**config.mk**
```make
export PLATFORM = sky130hd
export DESIGN_NAME = mobius_trial_division
export DESIGN_NICKNAME = d
export VERILOG_FILES = /design/src/rtl/core/mtd_pkg.sv /design/src/rtl/core/mtd_div.sv /design/src/rtl/core/mtd_ctrl.sv /design/src/rtl/core/mobius_trial_division.sv
export SDC_FILE = /design/constraint.sdc
export NUM_CORES = 1
export LEC_CHECK = 0
export CAP_MARGIN = 20
export CELL_PAD_IN_SITES_DETAIL_PLACEMENT = 0
export CELL_PAD_IN_SITES_GLOBAL_PLACEMENT = 1
export CORE_UTILIZATION = 46
export DETAILED_ROUTE_END_ITERATION = 10
export DONT_BUFFER_PORTS = 1
export GPL_TIMING_DRIVEN = 0
export PLACE_DENSITY = 0.75
export SYNTH_ARGS = -nofsm -noshare
export SYNTH_HDL_FRONTEND = slang
export SYNTH_SLANG_ARGS = --single-unit
```
**constraint.sdc**
```tcl
create_clock -name clk -period 3.28 [get_ports clk]
set_input_delay 0.164 -clock clk [delete_from_list [all_inputs] [get_ports clk]]
set_output_delay 0.164 -clock clk [all_outputs]
set_load 0.01 [all_outputs]
```
**src/rtl/core/mtd_pkg.sv**
```systemverilog
// Shared types and constants for the trial-division Mobius block.
// No dependencies; imported by every module of the block.
package mtd_pkg;

  localparam int unsigned IN_VALUE_W     = 20;
  localparam int unsigned MU_W           = 2;
  localparam int unsigned VALUE_BITS_DEF = 20;

  localparam logic signed [MU_W-1:0] MU_ZERO = 2'sb00;
  localparam logic signed [MU_W-1:0] MU_POS  = 2'sb01;
  localparam logic signed [MU_W-1:0] MU_NEG  = 2'sb11;

  typedef enum logic [2:0] {
    ST_IDLE,
    ST_CHECK,
    ST_DIV1,
    ST_START2,
    ST_DIV2,
    ST_FINISH
  } mtd_state_t;

endpackage

```
**src/rtl/core/mtd_div.sv**
```systemverilog
// Bit-serial restoring divider: one quotient bit per cycle.
// Depends on mtd_pkg (imported for the default of VALUE_BITS).
module mtd_div
  import mtd_pkg::*;
#(
  parameter int unsigned VALUE_BITS = VALUE_BITS_DEF
) (
  input  logic                  clk,
  input  logic                  rst_n,
  input  logic                  start,
  input  logic [VALUE_BITS-1:0] dividend,
  input  logic [VALUE_BITS-1:0] divisor,
  output logic                  done,
  output logic [VALUE_BITS-1:0] quot,
  output logic [VALUE_BITS-1:0] remd
);

  localparam int unsigned CW = $clog2(VALUE_BITS);

  logic [VALUE_BITS-1:0] q_r, q_nxt;
  logic [VALUE_BITS-1:0] r_r, r_nxt;
  logic [CW-1:0]         cnt_r, cnt_nxt;
  logic                  busy_r, busy_nxt;
  logic                  done_r, done_nxt;
  logic [VALUE_BITS:0]   shifted;
  logic [VALUE_BITS:0]   diff;
  logic                  ge;

  assign shifted = {r_r, q_r[VALUE_BITS-1]};
  assign ge      = shifted >= {1'b0, divisor};
  assign diff    = shifted - {1'b0, divisor};

  always_comb begin
    q_nxt    = q_r;
    r_nxt    = r_r;
    cnt_nxt  = cnt_r;
    busy_nxt = busy_r;
    done_nxt = 1'b0;
    if (start) begin
      q_nxt    = dividend;
      r_nxt    = '0;
      cnt_nxt  = '0;
      busy_nxt = 1'b1;
    end else if (busy_r) begin
      // shift in the next dividend bit, subtract when it fits
      q_nxt   = {q_r[VALUE_BITS-2:0], ge};
      r_nxt   = ge ? diff[VALUE_BITS-1:0] : shifted[VALUE_BITS-1:0];
      cnt_nxt = cnt_r + 1'b1;
      if (cnt_r == CW'(VALUE_BITS - 1)) begin
        busy_nxt = 1'b0;
        done_nxt = 1'b1;
      end
    end
  end

  always_ff @(posedge clk) begin
    q_r   <= q_nxt;
    r_r   <= r_nxt;
    cnt_r <= cnt_nxt;
    if (!rst_n) begin
      busy_r <= 1'b0;
      done_r <= 1'b0;
    end else begin
      busy_r <= busy_nxt;
      done_r <= done_nxt;
    end
  end

  assign done = done_r;
  assign quot = q_r;
  assign remd = r_r;

endmodule

```
**src/rtl/core/mtd_ctrl.sv**
```systemverilog
// Trial-division sequencer: walks divisors, tracks sign and square factors.
// Depends on mtd_pkg and drives one mtd_div instance through its ports.
module mtd_ctrl
  import mtd_pkg::*;
#(
  parameter int unsigned VALUE_BITS = VALUE_BITS_DEF
) (
  input  logic                   clk,
  input  logic                   rst_n,
  input  logic                   start,
  input  logic [VALUE_BITS-1:0]  value,
  output logic                   idle,
  output logic                   res_valid,
  output logic signed [MU_W-1:0] res_mu,
  input  logic                   res_take,
  output logic                   div_start,
  output logic [VALUE_BITS-1:0]  div_dividend,
  output logic [VALUE_BITS-1:0]  div_divisor,
  input  logic                   div_done,
  input  logic [VALUE_BITS-1:0]  div_quot,
  input  logic [VALUE_BITS-1:0]  div_remd
);

  localparam int unsigned SQW = VALUE_BITS + 2;

  mtd_state_t            state_r, state_nxt;
  logic [VALUE_BITS-1:0] rem_r, rem_nxt;
  logic [VALUE_BITS-1:0] d_r, d_nxt;
  logic [SQW-1:0]        sq_r, sq_nxt;
  logic                  neg_r, neg_nxt;
  logic                  zero_r, zero_nxt;
  logic                  sq_le;
  logic                  rem_zero;

  assign sq_le    = sq_r <= SQW'(rem_r);
  assign rem_zero = div_remd == '0;

  always_comb begin
    state_nxt = state_r;
    unique case (state_r)
      ST_IDLE:   if (start) state_nxt = (value == '0) ? ST_FINISH : ST_CHECK;
      ST_CHECK:  state_nxt = sq_le ? ST_DIV1 : ST_FINISH;
      ST_DIV1:   if (div_done) state_nxt = rem_zero ? ST_START2 : ST_CHECK;
      ST_START2: state_nxt = ST_DIV2;
      ST_DIV2:   if (div_done) state_nxt = rem_zero ? ST_FINISH : ST_CHECK;
      ST_FINISH: if (res_take) state_nxt = ST_IDLE;
      default:   state_nxt = ST_IDLE;
    endcase
  end

  always_comb begin
    rem_nxt   = rem_r;
    d_nxt     = d_r;
    sq_nxt    = sq_r;
    neg_nxt   = neg_r;
    zero_nxt  = zero_r;
    div_start = 1'b0;
    res_valid = 1'b0;
    unique case (state_r)
      ST_IDLE: begin
        if (start) begin
          rem_nxt  = value;
          d_nxt    = VALUE_BITS'(2);
          sq_nxt   = SQW'(4);
          neg_nxt  = 1'b0;
          zero_nxt = value == '0;
        end
      end
      ST_CHECK: begin
        div_start = sq_le;
      end
      ST_DIV1: begin
        if (div_done) begin
          if (rem_zero) begin
            // divide the factor out once and test it again
            rem_nxt = div_quot;
            neg_nxt = ~neg_r;
          end else begin
            d_nxt  = d_r + 1'b1;
            sq_nxt = sq_r + SQW'({d_r, 1'b1});
          end
        end
      end
      ST_START2: begin
        div_start = 1'b1;
      end
      ST_DIV2: begin
        if (div_done) begin
          if (rem_zero) begin
            zero_nxt = 1'b1;
          end else begin
            d_nxt  = d_r + 1'b1;
            sq_nxt = sq_r + SQW'({d_r, 1'b1});
          end
        end
      end
      ST_FINISH: begin
        res_valid = 1'b1;
      end
      default: begin
        res_valid = 1'b0;
      end
    endcase
  end

  // leftover remainder above one is one more prime
  always_comb begin
    if (zero_r) begin
      res_mu = MU_ZERO;
    end else if (neg_r ^ (rem_r > VALUE_BITS'(1))) begin
      res_mu = MU_NEG;
    end else begin
      res_mu = MU_POS;
    end
  end

  always_ff @(posedge clk) begin
    rem_r  <= rem_nxt;
    d_r    <= d_nxt;
    sq_r   <= sq_nxt;
    neg_r  <= neg_nxt;
    zero_r <= zero_nxt;
    if (!rst_n) begin
      state_r <= ST_IDLE;
    end else begin
      state_r <= state_nxt;
    end
  end

  assign idle         = state_r == ST_IDLE;
  assign div_dividend = rem_r;
  assign div_divisor  = d_r;

endmodule

```
**src/rtl/core/mobius_trial_division.sv**
```systemverilog
// Top level of the trial-division Mobius block: input capture, output register.
// Depends on mtd_pkg, mtd_ctrl and mtd_div.
//
// Usage:
//   Input channel in_valid / in_stall / in_value carries one integer per beat;
//   only the low VALUE_BITS bits are used. Output channel out_valid /
//   out_stall / out_mobius returns one signed 2-bit value per input beat:
//   1, -1 (bits 11) or 0 when the integer has a square factor or is zero.
//   One item is in work at a time; in_stall stays high from the beat that is
//   taken until its result has moved into the output register.
//   Timing: each candidate divisor d with d*d <= remainder costs a check state
//   plus one bit-serial division; a divisor that divides adds a start state and
//   a second division. The run time grows with sqrt(n) and is set by the serial
//   divider; the next beat can be taken in the cycle after the result leaves.
//   While the receiver stalls, the output register holds its beat and a new
//   item is still taken; a finished result then waits in the sequencer.
//   Reset (synchronous, active low) empties the output register and returns
//   the sequencer to idle.
module mobius_trial_division
  import mtd_pkg::*;
#(
  parameter int unsigned VALUE_BITS = VALUE_BITS_DEF
) (
  input  logic                   clk,
  input  logic                   rst_n,
  input  logic                   in_valid,
  output logic                   in_stall,
  input  logic [IN_VALUE_W-1:0]  in_value,
  output logic                   out_valid,
  input  logic                   out_stall,
  output logic signed [MU_W-1:0] out_mobius
);

  logic [VALUE_BITS-1:0]  value;
  logic                   idle;
  logic                   res_valid;
  logic signed [MU_W-1:0] res_mu;
  logic                   res_take;
  logic                   div_start;
  logic [VALUE_BITS-1:0]  div_dividend;
  logic [VALUE_BITS-1:0]  div_divisor;
  logic                   div_done;
  logic [VALUE_BITS-1:0]  div_quot;
  logic [VALUE_BITS-1:0]  div_remd;
  logic                   out_valid_r, out_valid_nxt;
  logic signed [MU_W-1:0] out_mu_r, out_mu_nxt;

  if (VALUE_BITS > IN_VALUE_W) begin : g_wide
    assign value = {{(VALUE_BITS - IN_VALUE_W){1'b0}}, in_value};
  end else begin : g_narrow
    assign value = in_value[VALUE_BITS-1:0];
  end

  assign in_stall = ~idle;
  assign res_take = ~out_valid_r | ~out_stall;

  mtd_ctrl #(.VALUE_BITS(VALUE_BITS)) u_ctrl (
    .clk          (clk),
    .rst_n        (rst_n),
    .start        (in_valid),
    .value        (value),
    .idle         (idle),
    .res_valid    (res_valid),
    .res_mu       (res_mu),
    .res_take     (res_take),
    .div_start    (div_start),
    .div_dividend (div_dividend),
    .div_divisor  (div_divisor),
    .div_done     (div_done),
    .div_quot     (div_quot),
    .div_remd     (div_remd)
  );

  mtd_div #(.VALUE_BITS(VALUE_BITS)) u_div (
    .clk      (clk),
    .rst_n    (rst_n),
    .start    (div_start),
    .dividend (div_dividend),
    .divisor  (div_divisor),
    .done     (div_done),
    .quot     (div_quot),
    .remd     (div_remd)
  );

  always_comb begin
    out_valid_nxt = out_valid_r;
    out_mu_nxt    = out_mu_r;
    if (res_take) begin
      // load the finished beat, or drop the one just taken
      out_valid_nxt = res_valid;
      out_mu_nxt    = res_mu;
    end
  end

  always_ff @(posedge clk) begin
    out_mu_r <= out_mu_nxt;
    if (!rst_n) begin
      out_valid_r <= 1'b0;
    end else begin
      out_valid_r <= out_valid_nxt;
    end
  end

  assign out_valid  = out_valid_r;
  assign out_mobius = out_mu_r;

endmodule

```
After elaboration in Yosys (flattened, before gate mapping):

Index checks and enable logic that the tools add are counted.

* bits in registers: 117

* add/subtract/negate cells: 4
* order comparisons: 3
* eq/ne operators: 14
* multiplexer cells: 39
* bitwise operators: 8
* reductions and logical operators: 13

Operators by type and width (number)
* $mux W20: 9
* $pmux W20 S2: 2
* $mux W22: 3
* $pmux W22 S2: 1
* $logic_not A20 Y1: 2
* $add A22 B21 Y22: 1
* $le A22 B20 Y1: 1
* $ge A21 B20 Y1: 1
* $mux W3: 7
* $add A20 B1 Y20 const B: 1
* $gt A20 B1 Y1 const B: 1
* $sub A20 B20 Y20: 1
* $pmux W3 S6: 1
* $reduce_and A4 Y1: 4
* $mux W1: 11
* $ne A2 B1 Y1 const B: 5
* $reduce_bool A2 Y1: 4
* $eq A3 B2 Y1 const B: 2
* $eq A3 B3 Y1 const B: 2
* $ne A2 B2 Y1 const B: 3
* $not A1 Y1: 6
* $pmux W1 S2: 3
* $add A5 B1 Y5 const B: 1
* $eq A5 B5 Y1 const B: 1
* 7 further kinds: 8

Longest topological paths before layout:

* depth in word-level cells: 4
* depth in mapped cells: 12
* depth with buffers taken out: 11

Modules after synthesis:

From an unflattened synthesis, not the netlist that was laid out.

* cells, all modules: 816
* area total of the unflattened synthesis: 7921.3 um^2

By module, submodules not included
* mtd_ctrl: instances 1, cells each 477, area each 4719.5 um^2, seq. area each 1981.9 um^2
* mtd_div: instances 1, cells each 332, area each 3103.0 um^2, seq. area each 1141.1 um^2
* mobius_trial_division: instances 1, cells each 7, area each 98.8 um^2, seq. area each 80.1 um^2

Least setup slack after synthesis:

No wires, ideal clock.

* path type: register -> register
* from: register u_ctrl.state_r[1]
* to: register u_ctrl.d_r[0], in the netlist u_ctrl.div_divisor[0] (enable)
* setup time: 0.455 ns
* arrival time: 3.136 ns
* required time: 2.825 ns
* setup slack: -0.311 ns
* cell stages (with the launch flop): 6
* clock period less this slack: 3.591 ns
* cells stage by stage: dfxtp_1 > clkbuf_1 > xnor2_1 > nor2_1 > a31oi_1 > a21oi_1

* word-level cells in the longest chain between the ends: 4
* elaborated cells between the ends (all ways): 9

RTL lines
* start: declaration: line mtd_ctrl.sv:26 `mtd_state_t state_r, state_nxt;`
* start signal: assignment: line mtd_ctrl.sv:126 `state_r <= state_nxt;`
* $eq A3 B2 Y1 or $eq A3 B3 Y1 (tied branches): line mtd_ctrl.sv:59 `unique case (state_r)`
* $reduce_or A2 Y1 (no line)
* $ne A2 B1 Y1 (no line), or another cell as far along
* $reduce_and A4 Y1 (no line) *
* end signal: assignment: line mtd_ctrl.sv:119 `d_r <= d_nxt;`
* end: declaration: line mtd_ctrl.sv:28 `logic [VALUE_BITS-1:0] d_r, d_nxt;`

Every way passes the cells marked *; elsewhere a longest branch is shown, timed or not.
A chain may end at the register's enable or synchronous reset.

Worst setup path after layout:

* from: register u_ctrl.d_r[1], in the netlist u_ctrl.div_divisor[1]
* to: register u_ctrl.sq_r[18], data pin

* word-level cells in the longest chain between the ends: 4

RTL lines
* $add A22 B21 Y22: line mtd_ctrl.sv:80, mtd_ctrl.sv:93
* $mux W22: line mtd_ctrl.sv:74, mtd_ctrl.sv:89
* $mux W22: line mtd_ctrl.sv:73 `if (div_done) begin`
* $pmux W22 S2: line mtd_ctrl.sv:59
* end signal: assignment: line mtd_ctrl.sv:120 `sq_r <= sq_nxt;`
* end: declaration: line mtd_ctrl.sv:29 `logic [SQW-1:0] sq_r, sq_nxt;`

Every way passes these cells. The select of a mux whose other input is x is not followed.

==> impl_results.md <==
* Type of the worst setup path: flop to flop
* CP max FO at 5
* Layout cells sized above 1 at 9.12%
* CP top delay family: compound AO/OA/AOI/OAI gates
* Post-synth top area cell: edfxtp_1
* Ports at 28
* Yosys top cell area share at 32.7%
* Synth area leaders: edfxtp_1 33%, ha_1 9.8%, dfxtp_1 7.9%
* Half-perimeter wire length after placement at 15500 um
* Primary FF master, synth: edfxtp_1
* N_diodes at 0
* Buffers & Inverters on Critical Path at 0
* Yosys reg bits at approximately 120
* Port buffer count at 0
* Clock-pin transition on the worst setup and hold timing paths at 0.05 ns
* Synth async-reset ratio at 0%
* Mapped cell area at 0.00790 mm^2
* Utilization after layout at 54.1%
* GRT Total Usage at a little under a quarter
* Sequential-to-total area share from yosys stat at 40.5%
* Syn Nets at 929
* Vias in the first global route at 6481
* Worst Skew at 0.0101 ns
* First-pass GRT wire length at 32700 um
* Crit. End Element: flop
* Startpoint Class: flop
* Max Cap Violations at 0
* DRT Wirelength at 20100 um
* Pin count of the biggest net entering global routing at 24
* Cell chain of the critical path: ha_1 > nor2b_1 > o31a_1 > o311a_1 > a21oi_1 > o211ai_1 > o31ai_1 > xor2_1 > nor2_1
* Unique masters post-synth at 73
* Num CTS Buffers at 17
* Mapped Avg Cell Area at 9.40 um^2
* Die span in x at 133 um
* Final setup violation count at 0
* H-tree depth at 4
* Vias per inst at 5.83
* Final routed DRC violation total at 0
* Pins Over Slew Limit at 0
* Remaining antenna violation count at 0
* Total grt overflow at 0
* Initial Utilization at 47.3%
* HP Class: primary input to flop
* Fin Setup TNS at 0 ns
* Initial antenna violation count at 0
* Setup repair after global routing missed its margin: no
* Die height at between 100 and 150 um
* Crit share post-route at between 90% and 100%
* Rel. slew slack at 41.9%
* Final cell count without fillers at 1119
* Row cnt at 47
* TritonCTS clock tree: built
* Run status: complete, no violations
* Final Wtd Congestion at 0.846
* Number of flops mapped to enable cells by yosys at 86
* Tmin final at ~3.1 ns
* Fmax at 0.324 GHz
* CTS Sinks at 117
* DRT iter0 DRCs at 351
* Placed cell count at 1063
* Final Hold Viols at 0
* Clk buf depth at 2
* Area Overhead vs Synth at 14.3%
* Crit-path slowest cell: edfxtp_1
* Clk root buf: clkbuf_16
* Routed vias at 6522
* Nets at 974
* Worst-Skew Late Latency at 0.42 ns
* CP Data Arrival Time at 3.24 ns
* Worst path max stage delay at about 0.51 ns
* Wire per inst at 17.9 um
* Critical Path RT at 3.43 ns
* Die footprint at ~0.018 mm^2
* DRT Pass-1 Iters at 5
* Worst-Margin Slew at 0.869 ns
* Cells after synthesis at 841
* Core area at between 0.015 and 0.02 mm^2
* Yosys warns at 0
-- state kept, by name, summed over array words and instances, names as in the netlist --
register,cells
u_ctrl.sq_r,22
u_ctrl.div_dividend,20
u_ctrl.div_divisor,20
u_div.quot,20
u_div.remd,20
u_div.cnt_r,5
u_ctrl.state_r,3
out_mobius,2
out_valid,1
u_ctrl.neg_r,1
u_ctrl.zero_r,1
u_div.busy_r,1
u_div.done,1
-- worst reg2reg max path, stage by stage (launching register included) --
cell and delay, ns:
edfxtp_1 0.51, ha_1 0.39, nor2b_1 0.17, o31a_1 0.28, o311a_1 0.35, a21oi_1 0.33, o211ai_1 0.25, o31ai_1 0.32
xor2_1 0.19, nor2_1 0.06
-- Yosys cell counts, types with 2 or more instances --
cell type and count:
ha_1 62, xor2_1 16, a32oi_1 5, nand2b_1 4
o2111ai_1 3, nand3_1 43, o31ai_1 6, nor2b_1 13
or2_2 4, inv_1 65, fa_1 2, o211ai_2 2
nor2_1 63, nor3_1 18, o21ai_0 49, o21a_1 6
nor3b_1 6, dfxtp_1 31, buf_2 3, and3_1 8
o21bai_1 5, o21ai_1 23, a311oi_1 2, a221oi_1 2
mux2_2 20, or3_1 5, nor4_1 19, o31a_1 3
a211oi_1 9, xnor2_1 33, mux2i_1 5, buf_1 3
o211ai_1 7, or2_1 2, a2111oi_0 3, edfxtp_1 86
a21oi_1 38, and2_1 5, nand2_1 63, clkbuf_1 22
a31oi_1 16, nand4_1 9, a2bb2oi_1 2, a21o_1 21
-- layer usage --
layer  global-route usage [%]  share of wire [%]  vias to the layer above  routed length, um
met4                     8.37                1.8                        0                371
li1                         -                  -                     3200                  -
met3                     3.83                4.2                       32                838
met1                     29.3                 44                     3132               8840
met2                     42.0                 50                      158              10000
met5                        0                  0                        -                  0
-- worst paths after layout --
kind | cells past startpoint | slack [ns] | end | start
max reg2reg | 9 | 0.19 | u_ctrl.sq_r[18]$_SDFFCE_PN0P_ | u_ctrl.div_divisor[1]$_SDFFCE_PN1P_
max | 9 | 0.19 | u_ctrl.sq_r[18]$_SDFFCE_PN0P_ | u_ctrl.div_divisor[1]$_SDFFCE_PN1P_
min | 2 | 0.07 | out_valid$_SDFFE_PN0P_ | out_stall
min reg2reg | 2 | 0.52 | u_div.remd[13]$_SDFFE_PP0P_ | u_div.remd[12]$_SDFFE_PP0P_
-- stage by stage --
| step | cell area [um^2] | hold WS [ns] | setup WS, ns |
|---|---|---|---|
| detailed placement | 8230 | 0.310 | -0.248 |
| global route | 9030 | 0.0653 | 0.0423 |
| floorplan | 7910 | 0.300 | 0.379 |
| global placement | 8180 | 0.313 | -0.728 |
| CTS | 9010 | 0.0522 | 0.0540 |
| finish | 9030 | 0.0665 | 0.192 |
-- layout by cell type (no fill, tap or decap), drive strengths merged, types with 7 or more instances in the layout --
cell / netlist / routed
a211oi: 9 / 9
a21o: 21 / 21
a21oi: 38 / 38
a31oi: 16 / 16
and3: 8 / 8
buf: 8 / 13
clkbuf: 22 / 39
clkinv: 0 / 7
dfxtp: 31 / 31
dlygate4sd3: 0 / 21
edfxtp: 86 / 86
ha: 62 / 62
inv: 65 / 66
mux2: 20 / 20
nand2: 63 / 63
nand3: 44 / 44
nand4: 9 / 9
nor2: 63 / 63
nor2b: 14 / 14
nor3: 19 / 19
nor4: 20 / 20
o211ai: 9 / 9
o21a: 7 / 7
o21ai: 73 / 73
xnor2: 33 / 33
xor2: 16 / 16
-- cells by family (layout without fill, tap and decap cells) --
logic type      Yosys count  count (layout)  synth area share (%)
compound gates          221             221                  18.4
fa+ha+maj                64              64                  10.3
buf+inv                  95             153                  4.70
simple gates            270             270                  17.2
mux                      25              25                  3.48
flops                   117             117                  40.5
xor+xnor                 49              49                  5.43
-- layout make-up --
class / count / area, um^2
inverter: 65 / 244
multi-input combinational: 629 / 4350
timing repair buffer: 26 / 268
fill: 1469 / 7670
buffer: 30 / 128
sequential: 117 / 3200
clock buffer: 17 / 425
clock inverter: 15 / 139
tap: 220 / 275
-- timing repair --
item | CTS | global route
resized for setup | 2 | 1
pin swaps | 0 | 2
endpoints found under the hold margin | 26 | 0
hold buffers | 21 | 0
endpoints found under the setup margin | 20 | 49
buffers inserted | 0 | 3
Power is left out: the tool's default activity adds up to more than one toggle a clock period on the data nets, which glitch-free logic cannot reach.
